==> src/sv/hpps_pkg.sv <==
// Package for the haptic pulse pattern sequencer: shared types, codes and
// constants. No dependencies.
`default_nettype none

package hpps_pkg;

  localparam int TIME_BITS = 32;

  localparam int CFG_IDX_W  = 3;
  localparam int CFG_DATA_W = 16;

  localparam logic [15:0] RST_ALERT_GAP   = 16'd150;
  localparam logic [15:0] RST_ALERT_ON    = 16'd200;
  localparam logic [15:0] RST_PATTERN_GAP = 16'd100;
  localparam logic [15:0] RST_SHORT_ON    = 16'd100;
  localparam logic [15:0] RST_LONG_ON     = 16'd500;
  localparam logic [7:0]  RST_GENTLE      = 8'd120;

  localparam logic [7:0] DRIVE_FULL = 8'd255;
  localparam logic [7:0] DRIVE_OFF  = 8'd0;

  localparam logic [2:0] STEP_FIRST = 3'd0;
  localparam logic [2:0] STEP_LONG  = 3'd4;
  localparam logic [2:0] STEP_DONE  = 3'd6;

  typedef enum logic [2:0] {
    ACT_TICK    = 3'd0,
    ACT_PULSE   = 3'd1,
    ACT_POWER   = 3'd2,
    ACT_GENTLE  = 3'd3,
    ACT_ALERT   = 3'd4,
    ACT_PATTERN = 3'd5,
    ACT_STOP    = 3'd6
  } action_t;

  typedef enum logic [CFG_IDX_W-1:0] {
    CFG_ALERT_GAP   = 3'd0,
    CFG_ALERT_ON    = 3'd1,
    CFG_PATTERN_GAP = 3'd2,
    CFG_SHORT_ON    = 3'd3,
    CFG_LONG_ON     = 3'd4,
    CFG_GENTLE      = 3'd5
  } cfg_idx_t;

  typedef enum logic [1:0] {
    SEQ_NONE    = 2'd0,
    SEQ_ALERT   = 2'd1,
    SEQ_PATTERN = 2'd2
  } seq_kind_t;

  typedef struct packed {
    logic [2:0]  action;
    logic [7:0]  power_level;
    logic [14:0] on_time_ms;
  } in_item_t;

  typedef struct packed {
    logic [7:0] drive_level;
    logic       pulse_active;
    logic       pattern_active;
  } out_item_t;

  typedef struct packed {
    logic [15:0] alert_gap_ms;
    logic [15:0] alert_on_ms;
    logic [15:0] pattern_gap_ms;
    logic [15:0] short_on_ms;
    logic [15:0] long_on_ms;
    logic [7:0]  gentle_power;
  } cfg_regs_t;

endpackage

`default_nettype wire

==> src/sv/hpps_cfg_regs.sv <==
// Configuration register file of the haptic sequencer.
// Depends on hpps_pkg.
`default_nettype none

module hpps_cfg_regs (
  input  wire logic                             clk,
  input  wire logic                             rst_n,
  input  wire logic                             cfg_valid,
  output logic                                  cfg_ready,
  input  wire logic [hpps_pkg::CFG_IDX_W-1:0]   cfg_index,
  input  wire logic [hpps_pkg::CFG_DATA_W-1:0]  cfg_data,
  output hpps_pkg::cfg_regs_t                   regs
);

  hpps_pkg::cfg_regs_t regs_r;
  hpps_pkg::cfg_regs_t regs_nxt;

  assign cfg_ready = 1'b1;
  assign regs      = regs_r;

  always_comb begin
    regs_nxt = regs_r;
    if (cfg_valid) begin
      unique case (cfg_index)
        hpps_pkg::CFG_ALERT_GAP:   regs_nxt.alert_gap_ms   = cfg_data;
        hpps_pkg::CFG_ALERT_ON:    regs_nxt.alert_on_ms    = cfg_data;
        hpps_pkg::CFG_PATTERN_GAP: regs_nxt.pattern_gap_ms = cfg_data;
        hpps_pkg::CFG_SHORT_ON:    regs_nxt.short_on_ms    = cfg_data;
        hpps_pkg::CFG_LONG_ON:     regs_nxt.long_on_ms     = cfg_data;
        hpps_pkg::CFG_GENTLE:      regs_nxt.gentle_power   = cfg_data[7:0];
        default:                   regs_nxt = regs_r;  // unmapped index
      endcase
    end
  end

  always_ff @(posedge clk) begin
    if (!rst_n) begin
      regs_r.alert_gap_ms   <= hpps_pkg::RST_ALERT_GAP;
      regs_r.alert_on_ms    <= hpps_pkg::RST_ALERT_ON;
      regs_r.pattern_gap_ms <= hpps_pkg::RST_PATTERN_GAP;
      regs_r.short_on_ms    <= hpps_pkg::RST_SHORT_ON;
      regs_r.long_on_ms     <= hpps_pkg::RST_LONG_ON;
      regs_r.gentle_power   <= hpps_pkg::RST_GENTLE;
    end else begin
      regs_r <= regs_nxt;
    end
  end

endmodule

`default_nettype wire

==> src/sv/hpps_in_stage.sv <==
// Input register stage of the haptic sequencer: holds one item until the
// core takes it. Depends on hpps_pkg.
`default_nettype none

module hpps_in_stage (
  input  wire logic               clk,
  input  wire logic               rst_n,
  input  wire logic               in_valid,
  output logic                    in_stall,
  input  wire hpps_pkg::in_item_t in_data,
  output logic                    item_valid,
  output hpps_pkg::in_item_t      item,
  input  wire logic               take
);

  logic               valid_r;
  logic               valid_nxt;
  hpps_pkg::in_item_t item_r;
  logic               accept;

  // stage frees up in the same cycle the core takes its item
  assign in_stall   = valid_r && !take;
  assign accept     = in_valid && !in_stall;
  assign item_valid = valid_r;
  assign item       = item_r;

  always_comb begin
    valid_nxt = valid_r;
    if (accept) begin
      valid_nxt = 1'b1;
    end else if (take) begin
      valid_nxt = 1'b0;
    end
  end

  always_ff @(posedge clk) begin
    if (!rst_n) begin
      valid_r <= 1'b0;
    end else begin
      valid_r <= valid_nxt;
    end
  end

  always_ff @(posedge clk) begin
    if (accept) begin
      item_r <= in_data;
    end
  end

endmodule

`default_nettype wire

==> src/sv/hpps_core.sv <==
// Sequencer core: millisecond clock, pulse timer, alert/pattern stepper and
// the result register. Depends on hpps_pkg.
`default_nettype none

module hpps_core (
  input  wire logic                clk,
  input  wire logic                rst_n,
  input  wire hpps_pkg::cfg_regs_t regs,
  input  wire logic                item_valid,
  input  wire hpps_pkg::in_item_t  item,
  output logic                     take,
  output logic                     out_valid,
  input  wire logic                out_stall,
  output hpps_pkg::out_item_t      out_data
);

  localparam int TW = hpps_pkg::TIME_BITS;

  logic [TW-1:0]       now_r, now_nxt;
  logic [TW-1:0]       pulse_start_r, pulse_start_nxt;
  logic [15:0]         pulse_len_r, pulse_len_nxt;
  logic                pulse_run_r, pulse_run_nxt;
  logic [7:0]          drive_r, drive_nxt;
  logic [TW-1:0]       step_time_r, step_time_nxt;
  hpps_pkg::seq_kind_t kind_r, kind_nxt;
  logic [2:0]          step_r, step_nxt;

  logic                out_valid_r;
  hpps_pkg::out_item_t out_data_r;

  logic [TW-1:0] now_inc;
  logic [TW-1:0] pulse_elapsed;
  logic [TW-1:0] step_elapsed;
  logic [15:0]   seq_gap;
  logic          seq_running;
  logic          pulse_expired;
  logic          step_due;
  logic [15:0]   step_on_len;

  assign take      = item_valid && (!out_valid_r || !out_stall);
  assign out_valid = out_valid_r;
  assign out_data  = out_data_r;

  assign now_inc       = now_r + TW'(1);
  assign pulse_elapsed = now_inc - pulse_start_r;
  assign step_elapsed  = now_inc - step_time_r;
  assign seq_gap       = (kind_r == hpps_pkg::SEQ_ALERT) ? regs.alert_gap_ms
                                                         : regs.pattern_gap_ms;
  assign seq_running   = (step_r < hpps_pkg::STEP_DONE) && (kind_r != hpps_pkg::SEQ_NONE);
  assign pulse_expired = pulse_run_r && (pulse_elapsed >= TW'(pulse_len_r));
  assign step_due      = seq_running && (step_elapsed >= TW'(seq_gap));

  always_comb begin
    if (kind_r == hpps_pkg::SEQ_ALERT) begin
      step_on_len = regs.alert_on_ms;
    end else if (step_r == hpps_pkg::STEP_LONG) begin
      step_on_len = regs.long_on_ms;
    end else begin
      step_on_len = regs.short_on_ms;
    end
  end

  always_comb begin
    now_nxt         = now_r;
    pulse_start_nxt = pulse_start_r;
    pulse_len_nxt   = pulse_len_r;
    pulse_run_nxt   = pulse_run_r;
    drive_nxt       = drive_r;
    step_time_nxt   = step_time_r;
    kind_nxt        = kind_r;
    step_nxt        = step_r;
    case (item.action)
      hpps_pkg::ACT_TICK: begin
        now_nxt = now_inc;
        if (pulse_expired) begin
          drive_nxt     = hpps_pkg::DRIVE_OFF;
          pulse_run_nxt = 1'b0;
        end
        if (step_due) begin
          if (step_r[0]) begin
            drive_nxt     = hpps_pkg::DRIVE_OFF;
            pulse_run_nxt = 1'b0;
          end else begin
            drive_nxt       = hpps_pkg::DRIVE_FULL;
            pulse_start_nxt = now_inc;
            pulse_len_nxt   = step_on_len;
            pulse_run_nxt   = 1'b1;
          end
          step_time_nxt = now_inc;
          step_nxt      = step_r + 3'd1;
        end
      end
      hpps_pkg::ACT_PULSE, hpps_pkg::ACT_POWER, hpps_pkg::ACT_GENTLE: begin
        if (item.action == hpps_pkg::ACT_PULSE) begin
          drive_nxt = hpps_pkg::DRIVE_FULL;
        end else if (item.action == hpps_pkg::ACT_POWER) begin
          drive_nxt = item.power_level;
        end else begin
          drive_nxt = regs.gentle_power;
        end
        pulse_start_nxt = now_r;
        pulse_len_nxt   = {1'b0, item.on_time_ms};
        pulse_run_nxt   = 1'b1;
      end
      hpps_pkg::ACT_ALERT: begin
        kind_nxt      = hpps_pkg::SEQ_ALERT;
        step_nxt      = hpps_pkg::STEP_FIRST;
        // back-dated so the first step falls on the next tick
        step_time_nxt = now_r - TW'(regs.alert_gap_ms) - TW'(1);
      end
      hpps_pkg::ACT_PATTERN: begin
        kind_nxt      = hpps_pkg::SEQ_PATTERN;
        step_nxt      = hpps_pkg::STEP_FIRST;
        step_time_nxt = now_r - TW'(regs.pattern_gap_ms) - TW'(1);
      end
      hpps_pkg::ACT_STOP: begin
        drive_nxt     = hpps_pkg::DRIVE_OFF;
        pulse_run_nxt = 1'b0;
      end
      default: ;  // unused code: state unchanged
    endcase
  end

  always_ff @(posedge clk) begin
    if (!rst_n) begin
      now_r         <= '0;
      pulse_start_r <= '0;
      pulse_len_r   <= '0;
      pulse_run_r   <= 1'b0;
      drive_r       <= hpps_pkg::DRIVE_OFF;
      step_time_r   <= '0;
      kind_r        <= hpps_pkg::SEQ_NONE;
      step_r        <= hpps_pkg::STEP_DONE;
      out_valid_r   <= 1'b0;
    end else begin
      if (take) begin
        now_r         <= now_nxt;
        pulse_start_r <= pulse_start_nxt;
        pulse_len_r   <= pulse_len_nxt;
        pulse_run_r   <= pulse_run_nxt;
        drive_r       <= drive_nxt;
        step_time_r   <= step_time_nxt;
        kind_r        <= kind_nxt;
        step_r        <= step_nxt;
        out_valid_r   <= 1'b1;
      end else if (!out_stall) begin
        out_valid_r   <= 1'b0;
      end
    end
  end

  always_ff @(posedge clk) begin
    if (take) begin
      out_data_r.drive_level    <= drive_nxt;
      out_data_r.pulse_active   <= pulse_run_nxt;
      out_data_r.pattern_active <= (kind_nxt != hpps_pkg::SEQ_NONE) &&
                                   (step_nxt < hpps_pkg::STEP_DONE);
    end
  end

  a_step_range: assert property (@(posedge clk) disable iff (!rst_n)
    step_r <= hpps_pkg::STEP_DONE)
    else $error("sequence step beyond done");

  a_tick_advances: assert property (@(posedge clk) disable iff (!rst_n)
    take && item.action == hpps_pkg::ACT_TICK |=> now_r == $past(now_r) + TW'(1))
    else $error("tick did not advance the clock");

  a_cmd_holds_clock: assert property (@(posedge clk) disable iff (!rst_n)
    take && item.action != hpps_pkg::ACT_TICK |=> $stable(now_r))
    else $error("command moved the clock");

  a_pulse_full_on: assert property (@(posedge clk) disable iff (!rst_n)
    take && item.action == hpps_pkg::ACT_PULSE
    |=> pulse_run_r && drive_r == hpps_pkg::DRIVE_FULL && out_valid_r)
    else $error("pulse command did not start a full-on pulse");

  a_stop_off: assert property (@(posedge clk) disable iff (!rst_n)
    take && item.action == hpps_pkg::ACT_STOP
    |=> !pulse_run_r && drive_r == hpps_pkg::DRIVE_OFF)
    else $error("stop left the drive on");

endmodule

`default_nettype wire

==> src/sv/haptic_pulse_pattern_sequencer.sv <==
// Haptic pulse pattern sequencer, top level.
// Channels: in_valid/in_stall/in_data carry one tick or command per transfer;
// out_valid/out_stall/out_data return exactly one result per input item, in
// order: drive level, pulse running flag and pattern running flag after the
// item. cfg_valid/cfg_ready/cfg_index/cfg_data write the six timing and level
// registers; cfg_ready is always high, and writes belong in idle periods.
// An accepted item waits in the input register, then moves into the result
// register when the core takes it; out_valid rises as it enters there.
// Throughput: one item per cycle while out_stall is low.
// Reset (synchronous, rst_n low): clock and timers at zero, motor off, no
// sequence running, registers back to their defaults; no result pending.
// When the receiver stalls, the result register holds its value, the input
// register holds one further item, and in_stall rises once both are full.
// Depends on hpps_pkg, hpps_cfg_regs, hpps_in_stage and hpps_core.
`default_nettype none

module haptic_pulse_pattern_sequencer (
  input  wire logic                            clk,
  input  wire logic                            rst_n,
  input  wire logic                            in_valid,
  output logic                                 in_stall,
  input  wire hpps_pkg::in_item_t              in_data,
  output logic                                 out_valid,
  input  wire logic                            out_stall,
  output hpps_pkg::out_item_t                  out_data,
  input  wire logic                            cfg_valid,
  output logic                                 cfg_ready,
  input  wire logic [hpps_pkg::CFG_IDX_W-1:0]  cfg_index,
  input  wire logic [hpps_pkg::CFG_DATA_W-1:0] cfg_data
);

  hpps_pkg::cfg_regs_t regs;
  hpps_pkg::in_item_t  item;
  logic                item_valid;
  logic                take;

  hpps_cfg_regs u_cfg (
    .clk       (clk),
    .rst_n     (rst_n),
    .cfg_valid (cfg_valid),
    .cfg_ready (cfg_ready),
    .cfg_index (cfg_index),
    .cfg_data  (cfg_data),
    .regs      (regs)
  );

  hpps_in_stage u_in (
    .clk        (clk),
    .rst_n      (rst_n),
    .in_valid   (in_valid),
    .in_stall   (in_stall),
    .in_data    (in_data),
    .item_valid (item_valid),
    .item       (item),
    .take       (take)
  );

  hpps_core u_core (
    .clk        (clk),
    .rst_n      (rst_n),
    .regs       (regs),
    .item_valid (item_valid),
    .item       (item),
    .take       (take),
    .out_valid  (out_valid),
    .out_stall  (out_stall),
    .out_data   (out_data)
  );

endmodule

`default_nettype wire

==> config.mk <==
export PLATFORM = sky130hd
export DESIGN_NAME = haptic_pulse_pattern_sequencer
export DESIGN_NICKNAME = d
export VERILOG_FILES = /design/src/sv/hpps_pkg.sv /design/src/sv/hpps_cfg_regs.sv /design/src/sv/hpps_in_stage.sv /design/src/sv/hpps_core.sv /design/src/sv/haptic_pulse_pattern_sequencer.sv
export SDC_FILE = /design/constraint.sdc
export NUM_CORES = 1
export LEC_CHECK = 0
export BUFFER_PORTS_ARGS = -buffer_cell sky130_fd_sc_hd__buf_4
export CORE_MARGIN = 2
export CORE_UTILIZATION = 58
export CTS_CLUSTER_SIZE = 30
export DETAILED_ROUTE_END_ITERATION = 10
export HOLD_SLACK_MARGIN = 0.15
export PLACE_DENSITY_LB_ADDON = 0.25
export SETUP_SLACK_MARGIN = 0.2
export SLEW_MARGIN = 20
export SYNTH_ARGS = -nofsm -noshare
export SYNTH_HDL_FRONTEND = slang
export SYNTH_SLANG_ARGS = --single-unit
export TNS_END_PERCENT = 1
==> constraint.sdc <==
create_clock -name clk -period 6.72 [get_ports clk]
set_input_delay 1.008 -clock clk [delete_from_list [all_inputs] [get_ports clk]]
set_output_delay 1.008 -clock clk [all_outputs]
set_load 0.05 [all_outputs]
==> metrics <==
Post-CTS Hold Fix Bufs 0; CP peak stage delay between 0.8 and 0.9 ns; # DRC 0; ranking of synthesized cells by area dfxtp_1 24%, ha_1 8.8%, nand2_1 7.4%; cts bufs inserted 27; Avg Cell Area, Syn roughly 7.5 um^2; Setup CP Type flip-flop to flip-flop; gr usage total roughly a third; grt ovf 0; flops & latches, synth ~250; initial antenna violation count 0; area grow syn2layout 11.3%; drt pass-1 iters 6; DR WL met2 27.3 mm; I/O Buffers about 60; Worst Max-Slew Pin Slew about 1.1 ns; row cnt between 60 and 70; Initial DRC Count between 1500 and 2000; CTS root buf clkbuf_16; Crit path max-delay family simple AND/OR/NAND/NOR gates; DIE HEIGHT about 180 um; clock tree buffer depth 3; CTS sink cnt 252; syn nets between 2000 and 3000; PwrDens approximately 190 mW/mm^2; number of buffer and inverter instances along the worst setup path 5; Peak supply drop just over 200 uV; Die Span X 181 um; RSZ-0062 raised after global routing no; nets 2657; Slew headroom approximately 24%; Via density about 6.3; GP Congestion ~0.99; fillers 2640; Yosys top cell by area dfxtp_1; max_cap viols 0; WL final just under 60 mm; final setup fails 0; CTS tree done; commonest non-fill, non-tap cells in the layout 359 x nand2_1, 244 x nor2_1, 228 x a21oi_1; crit end category flip-flop; first-pass GRT wire length between 90 and 100 mm; Critical Path RT between 7 and 8 ns; Tcrit/Tclk final a little over 90%; R2R depth 22; HPWL after DPL ~43 mm; status finished, final reports clean; register area share after synthesis just under 30%; via count 18214; Skew-Pair Late Insertion Delay between 0.5 and 0.6 ns; Netlist cell types 84; CP dominant cell by count buf_4; Max Clock Freq 160 MHz; Post-synth EDFFs 36; Routed Antenna Nets 0; Post-Route M1 WL between 20 and 25 mm; vias in the first global route ~17000; WL met3 roughly 4.3 mm; Initial Utilization 59.2%; worst-path fanout max 13; Final Hold Fails 0; Yosys top cell area share 23.7%; Routed wire per std cell slightly above 20 um; Final Max Tran Viols 0; H-tree depth reported by CTS 1; synthesized cell area ~0.018 mm^2; CP cell instances inv_1 > nor3_2 > buf_4 > nand2_1 > nor2_2 > buf_4 > and2_1 > nand2_1 > xnor2_1 > ha_1 > nand4_1 > o31ai_1 > mux2i_1 > a21oi_1 > or4b_1 > or4_4 > o211a_1 > o21ai_4 > buf_4 > clkbuf_16 > nand3_1 > o31ai_1; Startpoint Class flip-flop; dpl cell area 0.0192 mm^2; Crit-path slowest cell o31ai_1; min cycle time layout approximately 6.3 ns; stages on the worst setup path 22; clock skew around 0.011 ns; Most used DFF post-synth dfxtp_1; Yosys Warn Count 0; commonest non-fill, non-tap cell in the layout nand2_1; Worst-path clk slew approximately 0.060 ns; LEAKAGE between 0.008 and 0.009 uW; Async SR Flop Fraction 0%; Diodes inserted 0; die area ~0.033 mm^2; Highest Signal Layer met4; largest net degree at the start of global routing 99; core area between 0.03 and 0.04 mm^2; worst hold stages 2; CP arrival 6.70 ns; min-delay worst type flip-flop to flip-flop; I/O pin count 63; total negative slack 0 ns; cells after synthesis roughly 2500; final instance area just over 0.02 mm^2; layout cells sized above 1 approximately a tenth
==> path summary, 6_finish.rpt <==
kind	slack, ns	startpoint	end
setup / recovery	0.47	u_core.now_r[6]$_SDFFE_PN0P_	u_core.step_time_r[19]$_SDFFE_PN0P_
hold / removal	0.46	u_cfg.regs[18]$_SDFFE_PN0P_	u_cfg.regs[18]$_SDFFE_PN0P_
setup reg to reg	0.47	u_core.now_r[6]$_SDFFE_PN0P_	u_core.step_time_r[19]$_SDFFE_PN0P_
hold reg to reg	0.46	u_cfg.regs[18]$_SDFFE_PN0P_	u_cfg.regs[18]$_SDFFE_PN0P_
==> flip-flops by register name (all words and copies together) (netlist names), 2 cells and up <==
register              cells
u_core.now_r             32
u_core.kind_r             2
u_in.item                26
u_core.pulse_len_r       16
u_core.step_r             3
u_core.pulse_start_r     32
u_core.drive_r            8
u_cfg.regs               88
u_core.step_time_r       32
u_core.out_data          10
==> cell usage after synthesis, types with 13 or more instances <==
cell type / count
a21oi_1: 230
a21o_1: 27
edfxtp_1: 36
nand2_1: 359
nor2b_1: 32
o22ai_1: 21
o21a_1: 17
inv_1: 142
nand4_1: 33
o21ai_0: 122
a31oi_1: 16
nand3_1: 91
xnor2_1: 81
dfxtp_1: 216
and3_1: 15
o31ai_1: 13
clkbuf_1: 127
and2_1: 18
nor2_1: 251
buf_2: 17
nand2b_1: 23
a211oi_1: 78
o211ai_1: 24
xor2_1: 70
ha_1: 129
a311oi_1: 24
or3_1: 24
nor3_1: 36
==> worst min-delay path, delay by kind of cell (launching register included) <==
kind             cells  cell delay [ns]
flip-flops           1             0.31
AO/OA/AOI/OAI        1             0.05
AND/OR/NAND/NOR      1             0.05
==> kinds of logic (layout without fill, tap and decap cells) <==
group / Yosys count / after routing / share of synthesized area, %
buffers and inverters: 302 / 345 / 6.53
adder cells (fa/ha/maj): 133 / 133 / 9.28
flip-flops: 252 / 252 / 29.6
AO/OA/AOI/OAI: 673 / 673 / 23.8
other: 1 / 1 / 0.0205
AND/OR/NAND/NOR: 929 / 929 / 23.0
XOR/XNOR: 151 / 151 / 7.24
multiplexers: 10 / 10 / 0.555
==> final cells by class <==
cell class	instances	area, um^2	area share (%)
clock buffers	39	761	3.74
clock inverters	10	85.1	0.419
repair buffers	150	1200	5.92
well taps	396	495	2.44
flip-flops and latches	252	5410	26.6
multi-input cells	1897	11800	58.1
inverters	146	551	2.71
==> through the flow <==
step	total power (uW)	setup slack, ns	utilization (%)	cells	hold slack [ns]
after floorplan	2130	0.249	-	2451	0.432
after global placement	2330	0.288	62.4	2830	0.443
after detailed placement	2340	0.103	62.4	2830	0.447
after CTS	3770	0.207	65.2	2880	0.455
after global routing	3920	0.185	65.9	2890	0.465
final	3780	0.468	65.9	2890	0.456
==> report_power, final <==
group	internal (uW)	total [uW]	switching, uW	leakage, uW
sequential	1580	1610	28.2	0.00210
combinational	281	729	449	0.00572
clock	823	1450	622	0.000417
total	2680	3780	1100	0.00824
==> repair_timing <==
item | in CTS | in global routing
endpoints found under the hold margin | 0 | 0
setup endpoints to repair | 12 | 102
resized for setup | 0 | 27
cloned | 0 | 2
pin swaps | 1 | 6
buffers inserted | 1 | 8
==> routing by layer <==
metal	up-vias	track usage (%)
met5	-	0
met4	0	15.3
met3	155	3.27
met2	853	57.7
met1	8527	44.3
li1	8679	-
Power figures use the tool's default switching activity.
